<file path="src/hdl/bpa_pkg.sv">
`default_nettype none
// ----------------------------------------------------------------------------
// bpa_pkg
// Shared types, codes and sizes for the bitmap page allocator.
// ----------------------------------------------------------------------------
package bpa_pkg;

  localparam int NUM_PAGES = 4096;
  localparam int PAGE_W    = $clog2(NUM_PAGES);
  localparam int CNT_W     = PAGE_W + 1;
  localparam int FILL_W    = PAGE_W + 2;

  localparam logic [CNT_W-1:0] NUM_PAGES_C = CNT_W'(NUM_PAGES);
  localparam logic [CNT_W-1:0] USED_MAX    = '1;
  localparam logic             RESERVED    = 1'b1;  // map fill at reset (1 per entry)

  // operation codes
  localparam logic [1:0] OP_ALLOC = 2'd0;
  localparam logic [1:0] OP_FREE  = 2'd1;
  localparam logic [1:0] OP_MARK  = 2'd2;
  localparam logic [1:0] OP_NONE  = 2'd3;

  // status codes
  localparam logic [1:0] ST_OK      = 2'd0;
  localparam logic [1:0] ST_OOM     = 2'd1;
  localparam logic [1:0] ST_IGNORED = 2'd2;

  // register indexes
  localparam logic REG_USABLE_TOP   = 1'b0;
  localparam logic REG_USABLE_PAGES = 1'b1;

  typedef struct packed {
    logic [1:0]  operation;
    logic [11:0] start_page;
    logic [12:0] page_count;
  } bpa_req_t;

  typedef struct packed {
    logic [1:0]  status;
    logic [11:0] first_page;
    logic [12:0] used_pages;
    logic [12:0] free_pages;
  } bpa_rsp_t;

  typedef enum logic [1:0] {
    KIND_REJECT,
    KIND_ALLOC,
    KIND_RANGE
  } req_kind_t;

  typedef struct packed {
    logic       clr;     // write one reserved entry of the clearing pass
    logic       load;    // take the request
    logic       scan;    // one step of the search
    logic       pass2;   // restart the search from page 0
    logic       fill;    // write one entry of the range
    logic       finish;  // register the result
    logic [1:0] status;
  } bpa_cmd_t;

  typedef struct packed {
    logic      clr_last;
    req_kind_t kind;
    logic      found;
    logic      exhausted;
    logic      second_pass;
    logic      fill_last;
  } bpa_sts_t;

endpackage
`default_nettype wire

</file>
<file path="src/hdl/bpa_ctrl.sv">
`default_nettype none
// ----------------------------------------------------------------------------
// bpa_ctrl
// Sequencer: map clearing, search passes, range writes and result strobe.
// ----------------------------------------------------------------------------
module bpa_ctrl import bpa_pkg::*; (
  input  wire logic     clk,
  input  wire logic     rst_n,
  input  wire logic     start,
  input  wire bpa_sts_t sts,
  output bpa_cmd_t      cmd,
  output logic          busy
);

  typedef enum logic [2:0] {
    S_CLEAR,
    S_IDLE,
    S_SCAN,
    S_FILL,
    S_REJECT
  } state_t;

  state_t state_r, state_nxt;
  logic   busy_r;

  always_comb begin
    cmd       = '0;
    state_nxt = state_r;
    unique case (state_r)
      S_CLEAR: begin
        cmd.clr = 1'b1;
        if (sts.clr_last) begin
          state_nxt = S_IDLE;
        end
      end
      S_IDLE: begin
        if (start) begin
          cmd.load = 1'b1;
          unique case (sts.kind)
            KIND_ALLOC: state_nxt = S_SCAN;
            KIND_RANGE: state_nxt = S_FILL;
            default:    state_nxt = S_REJECT;
          endcase
        end
      end
      S_SCAN: begin
        cmd.scan = 1'b1;
        if (sts.found) begin
          state_nxt = S_FILL;
        end else if (sts.exhausted) begin
          if (!sts.second_pass) begin
            cmd.pass2 = 1'b1;
          end else begin
            cmd.finish = 1'b1;
            cmd.status = ST_OOM;
            state_nxt  = S_IDLE;
          end
        end
      end
      S_FILL: begin
        cmd.fill = 1'b1;
        if (sts.fill_last) begin
          cmd.finish = 1'b1;
          cmd.status = ST_OK;
          state_nxt  = S_IDLE;
        end
      end
      S_REJECT: begin
        cmd.finish = 1'b1;
        cmd.status = ST_IGNORED;
        state_nxt  = S_IDLE;
      end
      default: begin
        state_nxt = S_IDLE;
      end
    endcase
  end

  always_ff @(posedge clk) begin
    if (!rst_n) begin
      state_r <= S_CLEAR;
      busy_r  <= 1'b1;
    end else begin
      state_r <= state_nxt;
      busy_r  <= (state_nxt != S_IDLE);
    end
  end

  assign busy = busy_r;

endmodule
`default_nettype wire

</file>
<file path="config.mk">
export PLATFORM = sky130hd
export DESIGN_NAME = bpa_ctrl
export DESIGN_NICKNAME = d
export VERILOG_FILES = /design/src/hdl/bpa_pkg.sv /design/src/hdl/bpa_ctrl.sv
export SDC_FILE = /design/constraint.sdc
export NUM_CORES = 1
export LEC_CHECK = 0
export BUFFER_PORTS_ARGS = -buffer_cell sky130_fd_sc_hd__buf_4
export CORE_AREA = 2 2 39 41
export DETAILED_ROUTE_END_ITERATION = 8
export DIE_AREA = 0 0 41 43
export PLACE_DENSITY_LB_ADDON = 0.1
export SETUP_SLACK_MARGIN = 0.4
export SYNTH_ARGS = -nofsm -noshare
export SYNTH_HDL_FRONTEND = slang
export SYNTH_SLANG_ARGS = --single-unit
</file>
<file path="constraint.sdc">
create_clock -name clk -period 0.96 [get_ports clk]
set_input_delay 0.144 -clock clk [delete_from_list [all_inputs] [get_ports clk]]
set_output_delay 0.144 -clock clk [all_outputs]
set_load 0.005 [all_outputs]
</file>
==> impl_results.rst, run 1 <==
.. list-table::
   :header-rows: 1

   * - Metric
     - Value
   * - Status
     - finished, violations left
   * - Violations in the final reports
     - negative setup slack
   * - Global route overflow
     - 0
   * - Combinational share of power
     - 0.384
   * - Simple-gate area share of the yosys netlist
     - 0.386
   * - Wire length of the first global-routing pass
     - roughly 1300 microns
   * - Die ar.
     - 1760 sq um
   * - Root buf cell
     - clkbuf_4
   * - Ports placed on the boundary
     - 19
   * - Fraction of layout instances using a drive strength above 1
     - 0.729
   * - Placer's final routability congestion estimate
     - 0.622
   * - YS warnings
     - 0
   * - Worst Path Max Fanout
     - 6
   * - Combinational family with the most area after synthesis
     - simple AND/OR/NAND/NOR gates
   * - Net count after synthesis
     - 48
   * - Power share of the clock group
     - 0.332
   * - Max H-tree Level
     - 1
   * - Worst Path Arrival
     - 1.12 ns
   * - Library cell with the largest summed area after synthesis
     - dfxtp_1
   * - Most common library cell in the layout ignoring fill and taps
     - buf_4
   * - Relative contribution of sequential cells to total power
     - 0.284
   * - First-pass iteration count of the detailed router
     - 3
   * - Worst hold slack
     - 0.162 ns
   * - Fraction of the mapped netlist area in compound gates
     - 0.173
   * - Top achievable clock speed
     - 791 MHz
   * - Chip Width
     - 41 microns
   * - Count of fill cells added during filler insertion
     - 148
   * - GR Util All Layers
     - 0.113
   * - Number of buffers on the longest clock path
     - 2
   * - Register bit count reported by yosys
     - 4
   * - DRC violations left
     - 0
   * - Largest cells by area after synthesis
     - dfxtp_1 (25%), buf_6 (7.1%), a32oi_2 (5.1%)
   * - Post-Synth Adder-Cell Area
     - 0.0394
   * - Clock skew
     - 0.0124 ns
   * - Worst-case headroom to the max-slew limit
     - 0.887
   * - Net switching fraction of the power
     - 0.287
   * - Worst ir drop on vdd
     - 0.894 mV
   * - Final core occ
     - 0.475
   * - Gate count after technology mapping
     - 37
   * - DPL Wire Length
     - a little over 600 microns
   * - Vert. Die Dim
     - 43 microns
   * - Unrepaired setup endpoints after global routing
     - yes
   * - Antenna-violating nets left
     - 0
   * - Number of design-rule violations left by the first detailed-router iteration
     - 8
   * - Final Max Slew Viols
     - 0
   * - TritonCTS Buffers
     - 3
   * - Net switching power figure
     - 0.206 mW
   * - Synth-to-Final Area Change
     - 107%
   * - Kind of launch point of the worst setup path
     - flop
   * - Netlist Area Pre-Place
     - 318 sq um
   * - Multiplexer share of the synthesized area
     - 0.0315
   * - Total via count in the routed design
     - 383
   * - Number of global-route vias before repair
     - 331
   * - Tightest Pin Transition
     - 0.164 ns
   * - Post-Route WL
     - about 840 microns
   * - Standard-cell row count
     - 14
   * - Clock period minus final worst setup slack
     - approximately 1.3 ns
   * - Internal Power
     - 0.511 mW
   * - Period Utilization, post-route
     - 1.32
   * - Maximum number of pins on one net before global-route repair
     - 10
   * - Netlist cell types
     - 24
   * - Ant diodes
     - 0
   * - Port Buffers
     - 18
   * - Seq/Total Area, Yosys
     - 0.252
   * - Initial cell density of the core
     - 0.230
   * - Static leakage power
     - 0.307 nW
   * - Final net count
     - 82
   * - Setup violators final
     - 12
   * - Xor/xnor cell area share of the yosys netlist
     - 0
   * - Hold/Removal Path Class
     - in2reg
   * - Final worst-path setup slack
     - -0.304 ns
   * - Post-Synthesis Mean Instance Area
     - 8.59 sq um
   * - MaxCap Viol Count
     - 0
   * - Placeable core area
     - around 1400 sq um
   * - Num Clock Sinks
     - 4
   * - Average detailed-routed wire length per instance
     - 9.78 microns
   * - Clock latency on the worst-skew pair
     - about 0.24 ns
   * - Top library cells by usage in the layout, fill and taps aside
     - buf_4 (26), buf_6 (4), nand2_1 (3), clkbuf_4 (3)
   * - Clock transition at the register clock pins on the worst setup and hold paths after CTS
     - 0.05 ns
   * - Total negative slack
     - -2.54 ns
   * - Critical Path RT
     - 0.82 ns
   * - Share of the synthesized area in the top cell type
     - 0.252
   * - TritonCTS clock tree
     - built
   * - Start-to-end type of the worst setup path
     - reg2out
   * - Antenna violations before repair
     - 0
   * - Power per standard cell area
     - 1090 nW/um^2
   * - Hold violation count in the final report
     - 0
   * - Sort of element at the end of the critical path
     - output port
   * - Post-detailed-route via-to-cell ratio
     - approximately 4.5
-- flip-flops by register name (all words and copies together) (netlist names) --
register	flops
busy	1
state_r	3
-- area by class of cell --
class / instances / area [sq um] / share of cell area
tap: 16 / 20.0 / 0.0305
multi-input combinational: 27 / 243 / 0.370
clock buffer: 4 / 26.3 / 0.0400
timing repair buffer: 31 / 260 / 0.396
sequential: 4 / 90.1 / 0.137
inverter: 4 / 17.5 / 0.0267
-- per-layer routing --
metal | wire length, microns | vias up | GRT usage
li1 | - | 199 | -
met1 | 371 | 170 | 0.137
met2 | 395 | 14 | 0.172
met3 | 74 | 0 | 0.0628
met4 | 0 | 0 | 0.0200
met5 | 0 | - | 0
-- per-stage QoR --
step / cells / worst slack, ns / instance area [sq um] / total power, mW
after floorplan: 37 / 0.00925 / 344 / 0.313
after global placement: 76 / -0.158 / 542 / 0.416
after detailed placement: 76 / -0.159 / 542 / 0.414
after CTS: 83 / -0.300 / 612 / 0.690
after global routing: 86 / -0.376 / 657 / 0.780
final: 86 / -0.304 / 657 / 0.717
-- cell usage after synthesis (all sizes together) --
library cell and instances:
nor2 5, dfxtp 4, inv 4, nand2 4, a21oi 2, buf 2, nand2b 2, nor3 2
a211o 1, a31o 1, a32oi 1, and3 1, and4bb 1, ha 1, mux2i 1, nand3 1
nand3b 1, nor4b 1, o21ai 1, o22ai 1
-- path summary, 6_finish.rpt --
kind,cells past startpoint,startpoint,to,slack [ns]
setup reg to reg,6,state_r[0],busy,-0.23
hold reg to reg,3,state_r[2],busy,0.69
hold / removal,3,rst_n,state_r[2],0.16
setup / recovery,4,state_r[0],cmd[2],-0.30
-- worst max-delay path: stages (launching register included) --
cell and delay, ns:
dfxtp_4 0.38, buf_4 0.13, nor3_4 0.04, a31o_2 0.20
buf_4 0.13
-- cell families (layout without fill, tap and decap cells) --
kind of cell / count (synthesis) / in the layout
muxes: 1 / 1
AOI/OAI and AO/OA: 7 / 7
buffers and inverters: 6 / 39
DFF: 4 / 4
and+or+nand+nor: 18 / 18
adders and majority gates: 1 / 1
-- timing repair --
action / CTS / global route
pin swaps: 5 / 4
endpoints found under the setup margin: 13 / 13
cloned: 0 / 0
hold buffers: 0 / 0
gates resized for setup: 8 / 7
setup buffers: 3 / 3
-- power groups by stage --
stage,clock [mW],combinational (mW),sequential [mW]
floorplan,0,0.120,0.194
global placement,0,0.206,0.210
detailed placement,0,0.206,0.209
CTS,0.247,0.239,0.204
global route,0.273,0.300,0.207
finish,0.238,0.275,0.204
No activity file was read; power rests on OpenSTA's default activity.
==> run 2: changes to the inputs <==
--- a/config.mk
+++ b/config.mk
@@ -9,7 +9,6 @@
 export CORE_AREA = 2 2 39 41
 export DETAILED_ROUTE_END_ITERATION = 8
 export DIE_AREA = 0 0 41 43
-export PLACE_DENSITY_LB_ADDON = 0.1
 export SETUP_SLACK_MARGIN = 0.4
 export SYNTH_ARGS = -nofsm -noshare
 export SYNTH_HDL_FRONTEND = slang
==> constraint.sdc (replaced) <==
create_clock -name clk -period 1.2 [get_ports clk]
set_input_delay 0.18 -clock clk [delete_from_list [all_inputs] [get_ports clk]]
set_output_delay 0.18 -clock clk [all_outputs]
set_load 0.005 [all_outputs]
==> impl_results.rst, run 2 (same netlist as run 1, synthesis figures left out) <==
.. list-table::
   :header-rows: 1

   * - Metric
     - Value
   * - Max H-tree Level
     - 1
   * - Global route overflow
     - 0
   * - Top achievable clock speed
     - 781 MHz
   * - Ant diodes
     - 0
   * - Power per standard cell area
     - 848 nW/um^2
   * - GR Util All Layers
     - 0.111
   * - Placer's final routability congestion estimate
     - just under 0.7
   * - Average detailed-routed wire length per instance
     - 10.1 microns
   * - Clock skew
     - 0.00504 ns
   * - TritonCTS Buffers
     - 3
   * - Worst Path Max Fanout
     - 5
   * - Num Clock Sinks
     - 4
   * - Number of design-rule violations left by the first detailed-router iteration
     - 5
   * - Top library cells by usage in the layout, fill and taps aside
     - buf_4 (22), buf_6 (6)
   * - Unrepaired setup endpoints after global routing
     - yes
   * - Chip Width
     - 41 microns
   * - Setup violators final
     - 4
   * - First-pass iteration count of the detailed router
     - 2
   * - Clock period minus final worst setup slack
     - 1.28 ns
   * - TritonCTS clock tree
     - built
   * - DPL Wire Length
     - 577 microns
   * - Placeable core area
     - 1380 sq um
   * - Clock latency on the worst-skew pair
     - 0.23 ns
   * - MaxCap Viol Count
     - 0
   * - DRC violations left
     - 0
   * - Wire length of the first global-routing pass
     - 1350 microns
   * - Total via count in the routed design
     - 357
   * - Fraction of layout instances using a drive strength above 1
     - 0.758
   * - Worst ir drop on vdd
     - 0.408 mV
   * - Violations in the final reports
     - negative setup slack
   * - Status
     - finished, violations left
   * - Start-to-end type of the worst setup path
     - reg2out
   * - Tightest Pin Transition
     - 0.157 ns
   * - Slowest CP cell
     - dfxtp_4
   * - Kind of launch point of the worst setup path
     - flop
   * - Post-Route WL
     - approximately 830 microns
   * - Post-detailed-route via-to-cell ratio
     - roughly 4.4
   * - Final net count
     - 79
   * - Final Max Slew Viols
     - 0
   * - Static leakage power
     - 0.294 nW
   * - Most common library cell in the layout ignoring fill and taps
     - buf_4
   * - Largest Register
     - state_r
   * - Sort of element at the end of the critical path
     - output port
   * - Clock transition at the register clock pins on the worst setup and hold paths after CTS
     - 0.03 ns
   * - Critical Path RT
     - a little over 1 ns
   * - Max reg flops
     - 3
   * - Antenna violations before repair
     - 0
   * - Initial cell density of the core
     - 0.230
   * - Worst path max stage delay
     - 0.35 ns
   * - Synth-to-Final Area Change
     - 96.5%
   * - Cells along the critical path
     - nor2_4, nand2_4, nor4b_4, buf_4
   * - Final worst-path setup slack
     - -0.0797 ns
   * - Final core occ
     - 0.451
   * - Worst-case headroom to the max-slew limit
     - 0.893
   * - Ports placed on the boundary
     - 19
   * - Hold/Removal Path Class
     - in2reg
   * - Root buf cell
     - clkbuf_4
   * - Die ar.
     - approximately 1800 sq um
   * - Worst hold slack
     - ~0.23 ns
   * - Standard-cell row count
     - 14
   * - Vert. Die Dim
     - 43 microns
   * - Number of buffers on the longest clock path
     - 2
   * - Maximum number of pins on one net before global-route repair
     - 8
   * - Period Utilization, post-route
     - 1.07
   * - Number of global-route vias before repair
     - about 350
   * - Worst Path Arrival
     - 1.10 ns
   * - Hold violation count in the final report
     - 0
   * - Antenna-violating nets left
     - 0
   * - Port Buffers
     - 18
run 2: repair_timing:
| action | in CTS | in global routing |
|---|---|---|
| setup endpoints to repair | 13 | 13 |
| hold buffers | 0 | 0 |
| pin swaps | 8 | 3 |
| gates resized for setup | 16 | 4 |
| setup buffers | 7 | 2 |
run 2: power breakdown:
group | switching [mW] | internal (mW) | total, mW | leakage [nW]
clock network | 0.0494 | 0.111 | 0.161 | 0.0138
registers | 0.0216 | 0.147 | 0.169 | 0.0347
logic | 0.0761 | 0.124 | 0.200 | 0.246
run 2: cell type report:
cell class                 instances  area [sq um]
inverter                           4          15.0
multi-input combinational         27           241
clock buffer                       3          22.5
sequential                         4          92.6
timing repair buffer              28           233
fill                             137           759
tap                               16          20.0
run 2: critical path: cells and delay by family (launching register included):
| kind | cells | cell delay, ns |
|---|---|---|
| flip-flops | 1 | 0.35 |
| AND/OR/NAND/NOR | 3 | 0.38 |
| buffers and inverters | 1 | 0.14 |
run 2: worst paths after layout:
kind,startpoint,endpoint,slack (ns),cells after the start
setup / recovery,state_r[2],cmd[4],-0.08,4
hold reg to reg,state_r[2],busy,0.65,3
setup reg to reg,state_r[1],busy,0.07,5
hold / removal,rst_n,state_r[2],0.23,3
run 2: metrics by stage:
stage	instance area, sq um	setup TNS [ns]	setup slack, ns	instances	power (mW)
after floorplan	342	0	0.226	37	0.251
after CTS	591	-0.232	-0.0979	80	0.526
final	624	-0.174	-0.0797	82	0.530
after detailed placement	482	0	0.0267	70	0.309
after global routing	624	-0.444	-0.139	82	0.564
after global placement	482	0	0.0340	70	0.310
run 2: per-layer routing:
layer	up-vias	GRT usage	routed length, microns
li1	188	-	-
met1	159	0.142	380
met2	10	0.169	399
met3	0	0.0314	48
met4	0	0.0400	0
met5	-	0	0
==> run 3: changes to the inputs <==
--- a/config.mk
+++ b/config.mk
@@ -5,6 +5,7 @@
 export SDC_FILE = /design/constraint.sdc
 export NUM_CORES = 1
 export LEC_CHECK = 0
+export ABC_CLOCK_PERIOD_IN_PS = 1600
 export BUFFER_PORTS_ARGS = -buffer_cell sky130_fd_sc_hd__buf_4
 export CORE_AREA = 2 2 39 41
 export DETAILED_ROUTE_END_ITERATION = 8
==> constraint.sdc (replaced) <==
create_clock -name clk -period 1.6 [get_ports clk]
set_input_delay 0.08 -clock clk [delete_from_list [all_inputs] [get_ports clk]]
set_output_delay 0.08 -clock clk [all_outputs]
set_load 0.005 [all_outputs]
==> impl_results.rst, run 3 (same netlist as run 1, synthesis figures left out) <==
.. list-table::
   :header-rows: 1

   * - Metric
     - Value
   * - Net switching power figure
     - 0.104 mW
   * - DPL Wire Length
     - 559 microns
   * - DRC violations left
     - 0
   * - Most common library cell in the layout ignoring fill and taps
     - buf_4
   * - Post-detailed-route via-to-cell ratio
     - 4.53
   * - Vert. Die Dim
     - 43 microns
   * - Final Instance Count excl. Fillers
     - between 70 and 80
   * - Clock latency on the worst-skew pair
     - ~0.23 ns
   * - Count of fill cells added during filler insertion
     - about 150
   * - Kind of launch point of the worst setup path
     - flop
   * - Sort of element at the end of the critical path
     - output port
   * - Worst ir drop on vdd
     - 0.297 mV
   * - Worst Path Max Fanout
     - 5
   * - Post-Route WL
     - 828 microns
   * - Number of buffers on the longest clock path
     - 2
   * - Worst Hold End
     - state_r[1]
   * - Combinational share of power
     - 0.314
   * - Placed cell count
     - 69
   * - TritonCTS Buffers
     - 3
   * - Power share of the clock group
     - 0.342
   * - Clock transition at the register clock pins on the worst setup and hold paths after CTS
     - 0.04 ns
   * - Final Max Slew Viols
     - 0
   * - Standard-cell row count
     - 14
   * - Launching point of the worst reg2reg path
     - state_r[0]
   * - Critical Path RT
     - 1.52 ns
   * - Top achievable clock speed
     - 839 MHz
   * - Ports placed on the boundary
     - 19
   * - TritonCTS clock tree
     - built
   * - Net switching fraction of the power
     - 0.284
   * - Worst Path Arrival
     - 1.11 ns
   * - Port Buffers
     - 18
   * - Hold violation count in the final report
     - 0
   * - Worst-case headroom to the max-slew limit
     - 0.889
   * - Global route overflow
     - 0
   * - Initial cell density of the core
     - 0.230
   * - R2r worst-path depth
     - 5
   * - Unrepaired setup endpoints after global routing
     - yes
   * - Count of cells along the worst hold path
     - 3
   * - Clock period minus final worst setup slack
     - 1.19 ns
   * - Clock skew
     - 0.000399 ns
   * - Status
     - finished, final reports clean
   * - Largest Register
     - state_r
   * - Relative contribution of sequential cells to total power
     - 0.343
   * - Number of global-route vias before repair
     - just under 300
   * - Placer's final routability congestion estimate
     - 0.712
   * - Placeable core area
     - ~1400 sq um
   * - Static leakage power
     - about 0.25 nW
   * - Synth-to-Final Area Change
     - 60.6%
   * - Chip Width
     - between 40 and 50 microns
   * - Antenna violations before repair
     - 0
   * - Number of design-rule violations left by the first detailed-router iteration
     - 5
   * - Maximum number of pins on one net before global-route repair
     - 10
   * - Critical path origin
     - state_r[2]
   * - Top library cells by usage in the layout, fill and taps aside
     - buf_4 (21), nor2_1 (4), inv_1 (3), nand2_1 (3), clkbuf_4 (3)
   * - Terminus of the critical flop-to-flop path
     - busy
   * - Antenna-violating nets left
     - 0
   * - Period Utilization, post-route
     - 0.745
   * - Final net count
     - 72
   * - Max reg flops
     - 3
   * - Num Clock Sinks
     - 4
   * - Internal Power
     - between 0.2 and 0.3 mW
   * - Hold path startpoint
     - rst_n
   * - Fraction of layout instances using a drive strength above 1
     - 0.576
   * - Quantity of hold-fixing buffers added after cts
     - 0
   * - Setup slack of the worst register-to-register path
     - 0.51 ns
   * - Tightest Pin Transition
     - 0.162 ns
   * - Max H-tree Level
     - 1
   * - GR Util All Layers
     - 0.108
   * - Worst hold slack
     - roughly 0.14 ns
   * - Start-to-end type of the worst setup path
     - reg2out
   * - Average detailed-routed wire length per instance
     - 11.0 microns
   * - Wire length of the first global-routing pass
     - 1290 microns
   * - Ant diodes
     - 0
   * - Power per standard cell area
     - 717 nW/um^2
   * - Hold/Removal Path Class
     - in2reg
   * - Total negative slack
     - 0 ns
   * - Die ar.
     - 1760 sq um
   * - First-pass iteration count of the detailed router
     - 3
   * - MaxCap Viol Count
     - 0
   * - Total via count in the routed design
     - 340
   * - Setup violators final
     - 0
   * - Root buf cell
     - clkbuf_4
run 3: changes by cell type in the layout (fill, tap and decap cells not counted), moves of 2 or more:
cell	before	now
inv_2	3	1
buf_6	6	0
dfxtp_4	3	1
inv_1	1	3
nor2_2	2	0
nor2_1	2	4
run 3: worst max-delay path by stage:
stage | end | cells past startpoint
floorplan | busy | 6
global placement | cmd[2] | 3
detailed placement | cmd[2] | 3
CTS | cmd[4] | 4
global route | cmd[4] | 4
finish | cmd[4] | 4
run 3: power groups by stage:
stage | Clock, mW | Sequential (mW) | Combinational [mW]
2_1_floorplan | 0 | 0.117 | 0.0692
3_3_place_gp | 0 | 0.130 | 0.0957
3_5_place_dp | 0 | 0.130 | 0.0955
4_1_cts | 0.128 | 0.126 | 0.111
5_1_grt | 0.133 | 0.127 | 0.127
6_report | 0.125 | 0.126 | 0.115
run 3: metrics by stage:
stage               total power [mW]  setup WS, ns  cell area, sq um   util
finish                         0.366         0.408               510  0.369
global placement               0.226         0.431               450  0.325
detailed placement             0.226         0.410               450  0.325
CTS                            0.365         0.380               499  0.361
floorplan                      0.186         0.615               318      -
global route                   0.387         0.341               510  0.369
run 3: final cells by class:
class / count / area, sq um / share of cell area
Tap cell: 16 / 20.0 / 0.0392
Sequential cell: 4 / 86.3 / 0.169
Inverter: 4 / 15.0 / 0.0294
Multi-Input combinational cell: 27 / 209 / 0.409
Clock buffer: 3 / 22.5 / 0.0441
Timing Repair Buffer: 21 / 158 / 0.309
run 3: critical path, cell delays in order (launching register included):
cell and delay [ns]:
dfxtp_2 0.34, nor2_4 0.13, nand2_4 0.07, nor4b_4 0.20, buf_4 0.14
run 3: what timing repair did:
action | in CTS | in global routing
resized for setup | 4 | 3
endpoints found under the setup margin | 6 | 4
setup buffers | 3 | 0
pin swaps | 0 | 2
run 3: routing by layer:
layer	routed length (microns)	GRT usage	up-vias
li1	-	-	175
met3	56	0.0314	0
met2	394	0.144	14
met4	0	0.0600	0
met5	0	0	-
met1	376	0.151	151
